$ cat src/frls_pkg.sv
// Shared types, constants and helpers for the frame luma / red region stats block.
// No dependencies; imported by frls_stats and the top level.
`default_nettype none
package frls_pkg;

    // Default frame size limits handed to the top level parameters
    localparam int MAX_WIDTH_DEF  = 4096;
    localparam int MAX_HEIGHT_DEF = 4096;

    // Width of an effective frame size; holds the largest allowed limit
    localparam int SIZE_W = 17;

    localparam int CFG_W      = 13;
    localparam int CFG_IDX_W  = 2;
    localparam int ROW_OUT_W  = 12;
    localparam int COUNT_W    = 25;
    localparam int IN_DATA_W  = 24;
    localparam int OUT_DATA_W = 72;

    localparam logic [CFG_W-1:0]   FRAME_WIDTH_RST   = 13'd640;
    localparam logic [CFG_W-1:0]   FRAME_HEIGHT_RST  = 13'd480;
    localparam logic [7:0]         RED_FLOOR_RST     = 8'd120;
    localparam logic [7:0]         OTHER_CEILING_RST = 8'd90;
    localparam logic [7:0]         LUMA_MIN_RST      = 8'd255;
    localparam logic [COUNT_W-1:0] COUNT_SAT         = 25'h1FFFFFF;

    typedef enum logic [CFG_IDX_W-1:0] {
        REG_FRAME_WIDTH   = 2'd0,
        REG_FRAME_HEIGHT  = 2'd1,
        REG_RED_FLOOR     = 2'd2,
        REG_OTHER_CEILING = 2'd3
    } frls_reg_t;

    typedef struct packed {
        logic [CFG_W-1:0] frame_width;
        logic [CFG_W-1:0] frame_height;
        logic [7:0]       red_floor;
        logic [7:0]       other_ceiling;
    } frls_cfg_t;

    typedef struct packed {
        logic [ROW_OUT_W-1:0] red_last_row;
        logic [ROW_OUT_W-1:0] red_first_row;
        logic                 red_found;
        logic [COUNT_W-1:0]   red_count;
        logic [7:0]           luma_max;
        logic [7:0]           luma_min;
    } frls_result_t;

    // (r+g+b)/3 as multiply by 683/2048; exact for sums up to 765
    function automatic logic [7:0] luma_of(input logic [7:0] r, input logic [7:0] g,
                                           input logic [7:0] b);
        logic [9:0]  sum;
        logic [20:0] prod;
        sum  = {2'b00, r} + {2'b00, g} + {2'b00, b};
        prod = {11'd0, sum} * 21'd683;
        return prod[18:11];
    endfunction

    // Zero acts as one, anything above the limit acts as the limit
    function automatic logic [SIZE_W-1:0] eff_size(input logic [CFG_W-1:0] v,
                                                   input logic [SIZE_W-1:0] limit);
        logic [SIZE_W-1:0] ext;
        ext = {{(SIZE_W-CFG_W){1'b0}}, v};
        if (ext == '0)
            return {{(SIZE_W-1){1'b0}}, 1'b1};
        else if (ext > limit)
            return limit;
        else
            return ext;
    endfunction

endpackage
`default_nettype wire

$ cat src/frls_stats.sv
// Per-frame statistics state: position counters, luma min/max, red pixel tracking.
// Depends on frls_pkg. Result and frame end are combinational over state plus current pixel.
`default_nettype none
module frls_stats #(
    parameter int MAX_WIDTH  = frls_pkg::MAX_WIDTH_DEF,
    parameter int MAX_HEIGHT = frls_pkg::MAX_HEIGHT_DEF
) (
    input  wire                  clk,
    input  wire                  rst_n,
    input  wire                  step,
    input  wire [7:0]            pixel_red,
    input  wire [7:0]            pixel_green,
    input  wire [7:0]            pixel_blue,
    input  frls_pkg::frls_cfg_t  cfg,
    output logic                 frame_end,
    output frls_pkg::frls_result_t result
);
    import frls_pkg::*;

    localparam int COL_W = (MAX_WIDTH  > 1) ? $clog2(MAX_WIDTH)  : 1;
    localparam int ROW_W = (MAX_HEIGHT > 1) ? $clog2(MAX_HEIGHT) : 1;
    localparam logic [SIZE_W-1:0] WIDTH_LIM  = SIZE_W'(MAX_WIDTH);
    localparam logic [SIZE_W-1:0] HEIGHT_LIM = SIZE_W'(MAX_HEIGHT);

    logic [COL_W-1:0]   col_reg, col_next;
    logic [ROW_W-1:0]   row_reg, row_next;
    logic [7:0]         min_reg, min_next;
    logic [7:0]         max_reg, max_next;
    logic [COUNT_W-1:0] total_reg, total_next;
    logic               seen_reg, seen_next;
    logic [ROW_W-1:0]   first_reg, first_next;
    logic [ROW_W-1:0]   last_reg, last_next;

    logic [7:0]          luma;
    logic                red_hit;
    logic                row_end;
    logic [SIZE_W-1:0]   last_col;
    logic [SIZE_W-1:0]   last_row;
    logic [ROW_W+11:0]   first_ext;
    logic [ROW_W+11:0]   last_ext;

    always_comb
    begin
        luma     = luma_of(pixel_red, pixel_green, pixel_blue);
        red_hit  = (pixel_red > cfg.red_floor) && (pixel_green < cfg.other_ceiling)
                   && (pixel_blue < cfg.other_ceiling);
        last_col = eff_size(cfg.frame_width, WIDTH_LIM) - SIZE_W'(1);
        last_row = eff_size(cfg.frame_height, HEIGHT_LIM) - SIZE_W'(1);
        row_end  = {{(SIZE_W-COL_W){1'b0}}, col_reg} >= last_col;
        frame_end = row_end && ({{(SIZE_W-ROW_W){1'b0}}, row_reg} >= last_row);

        // statistics including the current pixel
        min_next   = (luma < min_reg) ? luma : min_reg;
        max_next   = (luma > max_reg) ? luma : max_reg;
        total_next = (red_hit && total_reg != COUNT_SAT) ? total_reg + COUNT_W'(1)
                                                         : total_reg;
        first_next = (red_hit && !seen_reg) ? row_reg : first_reg;
        last_next  = red_hit ? row_reg : last_reg;
        seen_next  = seen_reg | red_hit;

        first_ext = {12'd0, first_next};
        last_ext  = {12'd0, last_next};

        result.luma_min      = min_next;
        result.luma_max      = max_next;
        result.red_count     = total_next;
        result.red_found     = seen_next;
        result.red_first_row = seen_next ? first_ext[ROW_OUT_W-1:0] : '0;
        result.red_last_row  = seen_next ? last_ext[ROW_OUT_W-1:0] : '0;

        if (row_end)
        begin
            col_next = '0;
            row_next = row_reg + ROW_W'(1);
        end
        else
        begin
            col_next = col_reg + COL_W'(1);
            row_next = row_reg;
        end
    end

    always_ff @(posedge clk or negedge rst_n)
    begin
        if (!rst_n)
        begin
            col_reg   <= '0;
            row_reg   <= '0;
            min_reg   <= LUMA_MIN_RST;
            max_reg   <= '0;
            total_reg <= '0;
            seen_reg  <= 1'b0;
            first_reg <= '0;
            last_reg  <= '0;
        end
        else if (step)
        begin
            if (frame_end)
            begin
                // result leaves with this pixel; start the next frame clean
                col_reg   <= '0;
                row_reg   <= '0;
                min_reg   <= LUMA_MIN_RST;
                max_reg   <= '0;
                total_reg <= '0;
                seen_reg  <= 1'b0;
                first_reg <= '0;
                last_reg  <= '0;
            end
            else
            begin
                col_reg   <= col_next;
                row_reg   <= row_next;
                min_reg   <= min_next;
                max_reg   <= max_next;
                total_reg <= total_next;
                seen_reg  <= seen_next;
                first_reg <= first_next;
                last_reg  <= last_next;
            end
        end
    end

endmodule
`default_nettype wire

$ cat src/frame_luma_and_red_region_stats.sv
// Top level of the frame luma and red region statistics block.
// Depends on frls_pkg and frls_stats; holds the config registers and the channel stages.
//
// Usage:
//   s_* channel: one RGB pixel per word, raster order, frame size from config.
//   m_* channel: one word per frame, issued with the frame's last pixel.
//   cfg_*: register writes, taken at any edge with cfg_write high; write only
//   while no frame is in flight.
// Timing:
//   A pixel is held in the input register, then updates the frame
//   statistics; the frame result is then held in the output register that
//   drives m_tvalid. One pixel per clock is sustained unless a final pixel
//   waits (see Stalls); the statistics update is a loop of adds and compares.
// Stalls:
//   Non-final pixels never wait on m_tready. A final pixel waits in the
//   input register only while the previous result is still held unread,
//   and s_tready drops for that time.
// Reset:
//   rst_n clears all frame state and both channel stages and returns the
//   registers to 640 x 480, red floor 120, other ceiling 90.
`default_nettype none
module frame_luma_and_red_region_stats #(
    parameter int MAX_WIDTH  = frls_pkg::MAX_WIDTH_DEF,
    parameter int MAX_HEIGHT = frls_pkg::MAX_HEIGHT_DEF
) (
    input  wire                              clk,
    input  wire                              rst_n,
    input  wire                              s_tvalid,
    output logic                             s_tready,
    // pixel_red [7:0], pixel_green [15:8], pixel_blue [23:16]
    input  wire [frls_pkg::IN_DATA_W-1:0]    s_tdata,
    output logic                             m_tvalid,
    input  wire                              m_tready,
    // luma_min [7:0], luma_max [15:8], red_count [40:16], red_found [41],
    // red_first_row [53:42], red_last_row [65:54], zeros [71:66]
    output logic [frls_pkg::OUT_DATA_W-1:0]  m_tdata,
    input  wire                              cfg_write,
    input  wire [frls_pkg::CFG_IDX_W-1:0]    cfg_index,
    input  wire [frls_pkg::CFG_W-1:0]        cfg_data
);
    import frls_pkg::*;

    frls_cfg_t     cfg_reg;
    logic          pix_valid_reg;
    logic [7:0]    red_reg, green_reg, blue_reg;
    logic          out_valid_reg;
    frls_result_t  out_reg;

    logic          frame_end;
    frls_result_t  result;
    logic          step;
    logic          out_load;

    always_ff @(posedge clk or negedge rst_n)
    begin
        if (!rst_n)
        begin
            cfg_reg.frame_width   <= FRAME_WIDTH_RST;
            cfg_reg.frame_height  <= FRAME_HEIGHT_RST;
            cfg_reg.red_floor     <= RED_FLOOR_RST;
            cfg_reg.other_ceiling <= OTHER_CEILING_RST;
        end
        else if (cfg_write)
        begin
            unique case (frls_reg_t'(cfg_index))
                REG_FRAME_WIDTH:   cfg_reg.frame_width   <= cfg_data;
                REG_FRAME_HEIGHT:  cfg_reg.frame_height  <= cfg_data;
                REG_RED_FLOOR:     cfg_reg.red_floor     <= cfg_data[7:0];
                REG_OTHER_CEILING: cfg_reg.other_ceiling <= cfg_data[7:0];
                default:           cfg_reg <= cfg_reg;
            endcase
        end
    end

    // hold a final pixel only while the previous result is still unread
    assign step     = pix_valid_reg && !(frame_end && out_valid_reg && !m_tready);
    assign out_load = step && frame_end;
    assign s_tready = !pix_valid_reg || step;

    always_ff @(posedge clk or negedge rst_n)
    begin
        if (!rst_n)
            pix_valid_reg <= 1'b0;
        else if (s_tready)
            pix_valid_reg <= s_tvalid;
    end

    always_ff @(posedge clk)
    begin
        if (s_tready && s_tvalid)
        begin
            red_reg   <= s_tdata[7:0];
            green_reg <= s_tdata[15:8];
            blue_reg  <= s_tdata[23:16];
        end
    end

    frls_stats #(
        .MAX_WIDTH  (MAX_WIDTH),
        .MAX_HEIGHT (MAX_HEIGHT)
    ) u_stats (
        .clk         (clk),
        .rst_n       (rst_n),
        .step        (step),
        .pixel_red   (red_reg),
        .pixel_green (green_reg),
        .pixel_blue  (blue_reg),
        .cfg         (cfg_reg),
        .frame_end   (frame_end),
        .result      (result)
    );

    always_ff @(posedge clk or negedge rst_n)
    begin
        if (!rst_n)
            out_valid_reg <= 1'b0;
        else if (out_load)
            out_valid_reg <= 1'b1;
        else if (m_tready)
            out_valid_reg <= 1'b0;
    end

    always_ff @(posedge clk)
    begin
        if (out_load)
            out_reg <= result;
    end

    assign m_tvalid = out_valid_reg;
    assign m_tdata  = {{(OUT_DATA_W - $bits(frls_result_t)){1'b0}}, out_reg};

endmodule
`default_nettype wire

$ cat config.mk
export PLATFORM = sky130hd
export DESIGN_NAME = frame_luma_and_red_region_stats
export DESIGN_NICKNAME = d
export VERILOG_FILES = /design/src/frls_pkg.sv /design/src/frls_stats.sv /design/src/frame_luma_and_red_region_stats.sv
export SDC_FILE = /design/constraint.sdc
export NUM_CORES = 1
export LEC_CHECK = 0
export BUFFER_PORTS_ARGS = -buffer_cell sky130_fd_sc_hd__buf_2
export CORE_AREA = 3 3 139 276
export DETAILED_ROUTE_END_ITERATION = 10
export DIE_AREA = 0 0 142 279
export SLEW_MARGIN = 20
export SYNTH_ARGS = -nofsm -noshare
export SYNTH_HDL_FRONTEND = slang
export SYNTH_SLANG_ARGS = --single-unit
$ cat constraint.sdc
create_clock -name clk -period 23.7 [get_ports clk]
set_input_delay 1.185 -clock clk [delete_from_list [all_inputs] [get_ports clk]]
set_output_delay 1.185 -clock clk [all_outputs]
set_load 0.05 [all_outputs]
==> flow_metrics.py, run 1 <==
metrics = {
    "detailed_routing": {
        "wire_per_inst_um": 18.16,
        "drt-total-wl_um": 33060,
        "drt_pass1_iterations": 4,
        "drt_iter0_drc": 477,
        "final_antenna_net_count": 0,
        "drc": 0,
        "num_vias": 9775,
        "vias_per_cell": 5.371,
    },
    "critical_path": {
        "endpoint_kind": "register",
        "crit_family": "compound AO/OA/AOI/OAI gates",
        "arrival_ns": 10.18,
        "critPathMaxStageDelay_ns": 0.81,
        "path_buf_inv": 1,
        "worst-endpoint-required_ns": 24.17,
        "crit_fanout": 15,
        "cp-start-kind": "register",
        "crit_path_top_delay_cell": "a221oi_2",
        "cpMostUsedCell": "ha_1",
        "critPathKind": "register to register",
    },
    "synthesis": {
        "yosysWarnings": 0,
        "synthArstFlopShare_pct": 59.82,
        "syn_avg_cell_area_sq_um": 10.87,
        "yosysUniqueCellTypes": 70,
        "ys_seq_area_share_pct": 45.11,
        "syn-cell-area_sq_um": 13480,
        "synth_ff_type": "dfrtp_1",
        "ys_seq_elements": 224,
        "postSynthCellCount": 1240,
        "synth-edff-count": 90,
    },
    "run": {
        "cap_violations": 0,
    },
    "global_route": {
        "grt_use_total_pct": 16.68,
        "grt.overflow.total": 0,
        "grt_pass1_wl_um": 53040,
        "grt_max_degree": 66,
        "grt_antenna_before_repair": 1,
        "grt_pass1_vias": 10292,
    },
    "place": {
        "place_congestion": 0.9271,
        "port_buffers": 111,
        "dpl.hpwl_um": 25430,
    },
    "final_layout": {
        "drive_gt1_share_pct": 18.68,
        "final.fill_count": 3453,
        "regArea_sq_um": 6083,
        "final_net_count": 1556,
        "multi_input_area_sq_um": 6870,
        "largest_reg_flops": 66,
        "area_delta_synth_final_pct": 13.96,
    },
    "clock_tree": {
        "cts_buffer_depth": 3,
        "cts_setup_buffers": 0,
        "numCtsBuffers": 23,
        "postCtsHoldBufs": 0,
        "path_clk_slew_ns": 0.07,
        "cts-resized-gates": 0,
        "clkLatencyLatePin_ns": 0.55,
        "root_buffer": "clkbuf_16",
        "h-tree-depth": 1,
        "cts_tree": "done",
        "cts_num_sinks": 224,
    },
    "floorplanning": {
        "die_area_sq_um": 39620,
        "rows": 99,
        "initial_core_util_pct": 36.90,
        "ios": 118,
        "fp.dieH_um": 279,
        "coreArea_sq_um": 36540,
        "die_w_um": 142,
    },
    "timing": {
        "max_slew_margin_pct": 31.74,
        "fin_crit_sh_pct": 40.96,
        "fmax_mhz": 103.0,
        "final-hold-violation-count": 0,
        "setup_viol": 0,
        "fin_worst_skew_ns": 0.02044,
        "fin_tns_setup_ns": 0,
        "slew_violations": 0,
        "post-route-min-period_ns": 9.707,
        "worst_pin_slew_ns": 1.022,
        "rsz0062_at_grt": "no",
    },
    "min_path": {
        "holdCritPathClass": "register to register",
    },
    "run_status": {
        "status": "finished clean",
    },
}
## layer usage
layer / track usage, % / wire length, um
met5: 0 / 0
met4: 8.670 / 1678
met3: 1.697 / 1065
met2: 32.98 / 18820
met1: 16.55 / 11500
## cell usage in the layout (no fill, tap or decap), drive strengths merged, types with 16 or more instances in the layout
cell / count
o21a: 16
and3: 20
inv: 107
nand3: 33
nand4: 18
buf: 123
dfrtp: 112
xnor2: 56
mux2: 48
a21o: 17
fa: 23
nand2: 93
nor3: 33
nor2: 55
dfstp: 22
a21oi: 40
a22o: 41
o21ai: 71
edfxtp: 90
ha: 141
clkbuf: 26
## worst paths after layout
check | start | endpoint | slack, ns | cells past startpoint
max | red_reg[1]$_DFFE_PP_ | u_stats.min_reg[7]$_DFFE_PN1P_ | 13.99 | 33
min | u_stats.first_reg[8]$_DFFE_PN0P_ | u_stats.first_reg[8]$_DFFE_PN0P_ | 0.50 | 1
max in group asynchronous | rst_n | u_stats.min_reg[1]$_DFFE_PN1P_ | 21.36 | 3
max reg2reg | red_reg[1]$_DFFE_PP_ | u_stats.min_reg[7]$_DFFE_PN1P_ | 13.99 | 33
min reg2reg | u_stats.first_reg[8]$_DFFE_PN0P_ | u_stats.first_reg[8]$_DFFE_PN0P_ | 0.50 | 1
min in group asynchronous | rst_n | cfg_reg[26]$_DFFE_PN0P_ | 0.60 | 1
## cells in the mapped netlist, types with 17 or more instances
cell type / count / area, sq um
clkbuf_1: 22 / 82.58
dfstp_2: 22 / 578.1
edfxtp_1: 90 / 2703
nor2_1: 55 / 206.5
a22o_1: 41 / 359.1
dfrtp_1: 112 / 2803
nand3_1: 33 / 165.2
nand4_1: 18 / 112.6
nand2_1: 93 / 349.1
fa_1: 23 / 460.4
nor3_1: 33 / 165.2
mux2_2: 47 / 529.3
o21ai_0: 69 / 345.3
xnor2_1: 55 / 481.7
a21oi_1: 39 / 195.2
a21o_1: 17 / 127.6
ha_1: 141 / 1764
inv_1: 102 / 382.9
and3_1: 20 / 125.1
## per-stage QoR
step / setup slack, ns / instance area, sq um / cells / util (%) / hold slack, ns
3_5_place_dp: 14.00 / 14550 / 1777 / 39.81 / 0.4815
5_1_grt: 13.29 / 15370 / 1820 / 42.05 / 0.5072
3_3_place_gp: 14.30 / 14550 / 1777 / 39.81 / 0.4822
2_1_floorplan: 15.34 / 13500 / 1245 / - / 0.4544
4_1_cts: 13.99 / 15360 / 1819 / 42.03 / 0.5049
6_report: 13.99 / 15370 / 1820 / 42.05 / 0.5006
## logic make-up (layout without fill, tap and decap cells)
family	Yosys count	in the layout	share of synthesized area (%)
adder cells (fa/ha/maj)	164	164	16.50
flip-flops	224	224	45.11
multiplexers	49	49	4.083
XOR/XNOR	68	68	4.472
AO/OA/AOI/OAI	262	262	13.44
buffers and inverters	147	267	4.408
other	1	7	0.02781
AND/OR/NAND/NOR	325	325	11.96
## area by class of cell
class | instances | share of cell area [%]
clock inverters | 16 | 1.319
diodes | 1 | 0.01629
inverters | 102 | 2.492
clock buffers | 26 | 3.957
repair buffers | 123 | 4.218
multi-input cells | 874 | 44.71
well taps | 454 | 3.697
flip-flops and latches | 224 | 39.59
Power of run 1 is left out: the tool's default activity adds up to more than one toggle a clock period on the data nets, which glitch-free logic cannot reach.
==> run 2: changes to the inputs <==
==> constraint.sdc (replaced) <==
create_clock -name clk -period 10.1 [get_ports clk]
set_input_delay 0.505 -clock clk [delete_from_list [all_inputs] [get_ports clk]]
set_output_delay 0.505 -clock clk [all_outputs]
set_load 0.05 [all_outputs]
==> run 2 against run 1 <==
Register-to-register slack worse by 13 ns. Maximum frequency up 3.5%. Sequential share of layout area about the same. Via count down 0.18%. Sequential cell count unchanged. Critical path type unchanged. Worst hold slack worse by 0.36 ns. Die area unchanged. First-iteration DRC count down 14%. Highest routed layer unchanged. Wire length up 0.41%. Final cell count up 0.16%. Non-clock buffer count up 3. Core utilization about the same.
==> flow_metrics.py, run 2 (same netlist as run 1, synthesis figures left out) <==
metrics = {
    "run_status": {
        "status": "finished clean",
    },
    "clock_tree": {
        "numCtsBuffers": 23,
        "cts-resized-gates": 0,
        "cts_num_sinks": 224,
        "cts_tree": "done",
        "cts_buffer_depth": 3,
        "root_buffer": "clkbuf_16",
        "h-tree-depth": 1,
        "clkLatencyLatePin_ns": 0.54,
        "path_clk_slew_ns": 0.07,
    },
    "timing": {
        "fmax_mhz": 106.7,
        "rsz0062_at_grt": "no",
        "worst_pin_slew_ns": 1.073,
        "fin_crit_sh_pct": 92.82,
        "post-route-min-period_ns": 9.375,
        "final-hold-violation-count": 0,
        "fin_tns_setup_ns": 0,
        "fin_worst_skew_ns": 0.02201,
        "slew_violations": 0,
        "max_slew_margin_pct": 28.32,
        "setup_viol": 0,
    },
    "global_route": {
        "grt.overflow.total": 0,
        "grt_max_degree": 66,
        "grt_antenna_before_repair": 1,
        "grt_pass1_wl_um": 54010,
        "grt_pass1_vias": 10443,
        "grt_use_total_pct": 16.89,
    },
    "detailed_routing": {
        "wire_per_inst_um": 18.21,
        "drt-total-wl_um": 33200,
        "drt_pass1_iterations": 5,
        "vias_per_cell": 5.352,
        "drt_iter0_drc": 409,
        "drc": 0,
        "final_antenna_net_count": 0,
        "num_vias": 9757,
    },
    "critical_path": {
        "critPathKind": "register to register",
        "crit_path_top_delay_cell": "o21ai_0",
        "crit_fanout": 7,
        "arrival_ns": 9.80,
        "cpMostUsedCell": "ha_1",
        "endpoint_kind": "register",
        "critPathMaxStageDelay_ns": 0.59,
        "r2r_cells": 33,
        "cp-start-kind": "register",
        "worst-endpoint-required_ns": 10.53,
    },
    "place": {
        "dpl.hpwl_um": 25630,
        "port_buffers": 111,
        "place_congestion": 0.8674,
    },
    "floorplanning": {
        "initial_core_util_pct": 36.90,
        "fp.dieH_um": 279,
        "coreArea_sq_um": 36540,
        "ios": 118,
        "rows": 99,
        "die_w_um": 142,
        "die_area_sq_um": 39620,
    },
    "final_layout": {
        "multi_input_area_sq_um": 6870,
        "layout_common_cells": "141 x ha_1, 112 x dfrtp_1, 110 x buf_2, 102 x inv_1, 93 x nand2_1",
        "drive_gt1_share_pct": 18.79,
        "largest_reg_flops": 66,
        "final.fill_count": 3469,
        "regArea_sq_um": 6083,
        "area_delta_synth_final_pct": 13.95,
        "final_net_count": 1559,
        "layout_commonest_cell": "ha_1",
    },
    "run": {
        "cap_violations": 0,
    },
    "min_path": {
        "hold_depth": 1,
        "holdCritPathClass": "input port to register",
    },
}
run 2: cell count changes in the layout (fill, tap and decap cells not counted), sizes merged:
cell	previous run	this run
buf	123	125
dlygate4sd3	0	1
clkbuf	26	29
clkinvlp	0	2
bufinv	3	2
clkinv	8	4
run 2: path summary, 6_finish.rpt:
kind	slack, ns	endpoint	startpoint
min in group asynchronous	0.48	cfg_reg[26]$_DFFE_PN0P_	rst_n
max in group asynchronous	7.86	u_stats.min_reg[4]$_DFFE_PN1P_	rst_n
setup reg to reg	0.73	u_stats.max_reg[2]$_DFFE_PN0P_	red_reg[1]$_DFFE_PP_
hold reg to reg	0.50	u_stats.last_reg[2]$_DFFE_PN0P_	u_stats.last_reg[2]$_DFFE_PN0P_
hold / removal	0.14	green_reg[3]$_DFFE_PP_	s_tdata[11]
setup / recovery	0.73	u_stats.max_reg[2]$_DFFE_PN0P_	red_reg[1]$_DFFE_PP_
run 2: critical path: cells and delay by family, from the launching register on:
| kind | cells | cell delay (ns) |
|---|---|---|
| simple gates | 3 | 0.48 |
| mux | 1 | 0.36 |
| compound gates | 15 | 3.74 |
| xor+xnor | 3 | 0.52 |
| fa+ha+maj | 9 | 3.24 |
| buf+inv | 2 | 0.50 |
| flops | 1 | 0.42 |
run 2: what timing repair did:
action / 4_1_cts / 5_1_grt
endpoints found under the setup margin: 0 / 0
hold buffers: 1 / 0
setup buffers: 0 / 0
hold endpoints to repair: 36 / 0
run 2: layout make-up:
class                           count  share of cell area [%]
Antenna cell                        1                 0.01629
Clock buffer                       29                   4.153
Clock inverter                     13                  0.9528
Inverter                          102                   2.492
Multi-Input combinational cell    874                   44.72
Sequential cell                   224                   39.59
Tap cell                          454                   3.697
Timing Repair Buffer              126                   4.381
run 2: per-stage QoR:
step | instance area [sq um] | hold WS (ns) | utilization, % | std cells | setup WS, ns
after floorplan | 13500 | 0.2094 | - | 1245 | 1.738
after global placement | 14560 | 0.4820 | 39.85 | 1779 | 0.9140
after detailed placement | 14560 | 0.4822 | 39.85 | 1779 | 0.6481
after CTS | 15360 | 0.1156 | 42.02 | 1822 | 0.6413
after global routing | 15360 | 0.1224 | 42.05 | 1823 | 0.08712
final | 15360 | 0.1446 | 42.05 | 1823 | 0.7255
run 2: per-layer routing:
layer | share of wire [%] | track usage (%)
met5 | 0 | 0
met4 | 4.3 | 7.291
met3 | 3.3 | 1.851
met2 | 58 | 33.98
met1 | 34 | 16.82
Power of run 2 is left out for the same reason.
==> run 3: changes to the inputs <==
==> constraint.sdc (replaced) <==
create_clock -name clk -period 11.6 [get_ports clk]
set_input_delay 0.58 -clock clk [delete_from_list [all_inputs] [get_ports clk]]
set_output_delay 0.58 -clock clk [all_outputs]
set_load 0.05 [all_outputs]
==> run 3 against run 2 <==
Via count fell by 0.81%. Worst setup slack improved by 1.2 ns. Wire length decreased by 0.22%. Die area stayed put. First-iteration DRC count is 23% higher. Final cell count fell by 0.16%.
==> flow_metrics.py, run 3 (same netlist as run 1, synthesis figures left out) <==
metrics = {
    "run_status": {
        "status": "finished clean",
    },
    "timing": {
        "worst_pin_slew_ns": 1.086,
        "rsz0062_at_grt": "no",
        "slew_violations": 0,
        "fin_tns_setup_ns": 0,
        "fin_crit_sh_pct": 83.54,
        "setup_viol": 0,
        "fin_worst_skew_ns": 0.02883,
        "fmax_mhz": 103.2,
        "max_slew_margin_pct": 27.47,
        "final-hold-violation-count": 0,
        "post-route-min-period_ns": 9.691,
    },
    "clock_tree": {
        "postCtsHoldBufs": 0,
        "cts-resized-gates": 0,
        "cts_tree": "done",
        "cts_buffer_depth": 3,
        "path_clk_slew_ns": 0.07,
        "clkLatencyLatePin_ns": 0.55,
        "cts_setup_buffers": 0,
        "numCtsBuffers": 23,
        "cts_num_sinks": 224,
        "h-tree-depth": 1,
        "root_buffer": "clkbuf_16",
    },
    "global_route": {
        "grt_pass1_wl_um": 53680,
        "grt_antenna_before_repair": 1,
        "grt.overflow.total": 0,
        "grt_use_total_pct": 16.84,
        "grt_pass1_vias": 10396,
        "grt_max_degree": 66,
    },
    "place": {
        "dpl.hpwl_um": 25580,
        "place_congestion": 0.9268,
        "port_buffers": 111,
    },
    "floorplanning": {
        "ios": 118,
        "die_area_sq_um": 39620,
        "initial_core_util_pct": 36.90,
        "coreArea_sq_um": 36540,
        "fp.dieH_um": 279,
        "die_w_um": 142,
        "rows": 99,
    },
    "critical_path": {
        "rrSetupSlack_ns": 1.91,
        "cpMostUsedCell": "ha_1",
        "critPathMaxStageDelay_ns": 0.81,
        "cp-start-kind": "register",
        "arrival_ns": 10.15,
        "r2r_start": "red_reg[1]$_DFFE_PP_",
        "r2r_cells": 33,
        "crit_fanout": 15,
        "endpoint_kind": "register",
        "worst-endpoint-required_ns": 12.06,
        "crit_path_end": "u_stats.min_reg[2]$_DFFE_PN1P_",
        "crit_start": "red_reg[1]$_DFFE_PP_",
        "critPathKind": "register to register",
        "r2r-end": "u_stats.min_reg[2]$_DFFE_PN1P_",
        "crit_path_top_delay_cell": "a221oi_2",
    },
    "final_layout": {
        "largest_reg_flops": 66,
        "layout_commonest_cell": "ha_1",
        "final.fill_count": 3441,
        "area_delta_synth_final_pct": 14.13,
        "layout_common_cells": "141 x ha_1, 112 x dfrtp_1, 110 x buf_2, 102 x inv_1, 93 x nand2_1",
        "drive_gt1_share_pct": 18.61,
        "final_net_count": 1556,
    },
    "run": {
        "cap_violations": 0,
    },
    "detailed_routing": {
        "drt_iter0_drc": 504,
        "wl_met3_um": 1054,
        "final_antenna_net_count": 0,
        "met1_length_um": 11330,
        "drc": 0,
        "top_layer": "met4",
        "vias_per_cell": 5.318,
        "wire_per_inst_um": 18.20,
        "num_vias": 9678,
        "drt_pass1_iterations": 5,
        "drt-total-wl_um": 33120,
        "met2_length_um": 19390,
    },
    "min_path": {
        "holdCritPathClass": "input port to async pin",
    },
}
## run 3: cell count changes in the layout (fill, tap and decap cells not counted), moves of 2 or more
cell        delta
clkbuf_8       -3
bufinv_16      +2
clkinvlp_4     -2
buf_4          -2
## run 3: routing by layer
| metal | vias up | track usage, % |
|---|---|---|
| met5 | - | 0 |
| met2 | 195 | 34.03 |
| met4 | 0 | 7.291 |
| li1 | 4692 | - |
| met1 | 4727 | 16.76 |
| met3 | 64 | 1.594 |
## run 3: worst min-delay path by stage
stage	from	to	slack [ns]	depth (start not counted)
after global routing	rst_n	cfg_reg[27]$_DFFE_PN0P_	0.03	1
after global placement	u_stats.last_reg[2]$_DFFE_PN0P_	u_stats.last_reg[2]$_DFFE_PN0P_	0.48	1
after floorplan	rst_n	cfg_reg[0]$_DFFE_PN0P_	0.28	0
final	rst_n	cfg_reg[27]$_DFFE_PN0P_	0.002	1
after CTS	rst_n	cfg_reg[27]$_DFFE_PN0P_	0.01	1
after detailed placement	u_stats.first_reg[3]$_DFFE_PN0P_	u_stats.first_reg[3]$_DFFE_PN0P_	0.48	1
## run 3: final cells by class
| cell class | instances | area [sq um] | share of cell area (%) |
|---|---|---|---|
| clock inverters | 14 | 209.0 | 1.358 |
| multi-input cells | 874 | 6870 | 44.64 |
| flip-flops and latches | 224 | 6083 | 39.53 |
| diodes | 1 | 2.502 | 0.01626 |
| inverters | 102 | 382.9 | 2.488 |
| well taps | 454 | 568.0 | 3.691 |
| repair buffers | 123 | 648.1 | 4.211 |
| clock buffers | 28 | 625.6 | 4.065 |
## run 3: stage by stage
step	instance area [sq um]	util, %	std cells	hold WS, ns	setup WS (ns)
after floorplan	13500	-	1245	0.2844	3.238
after global placement	14550	39.81	1777	0.4822	2.200
after detailed placement	14550	39.81	1777	0.4813	1.851
after global routing	15390	42.12	1820	0.02793	1.213
final	15390	42.12	1820	0.001547	1.909
after CTS	15380	42.09	1819	0.009598	1.816
## run 3: critical path: cells and delay by family, from the launching register on
family	cells	cell delay [ns]
compound gates	16	4.16
xor+xnor	3	0.65
fa+ha+maj	9	3.24
buf+inv	1	0.24
flops	1	0.42
simple gates	4	0.91
Power of run 3 is left out for the same reason.
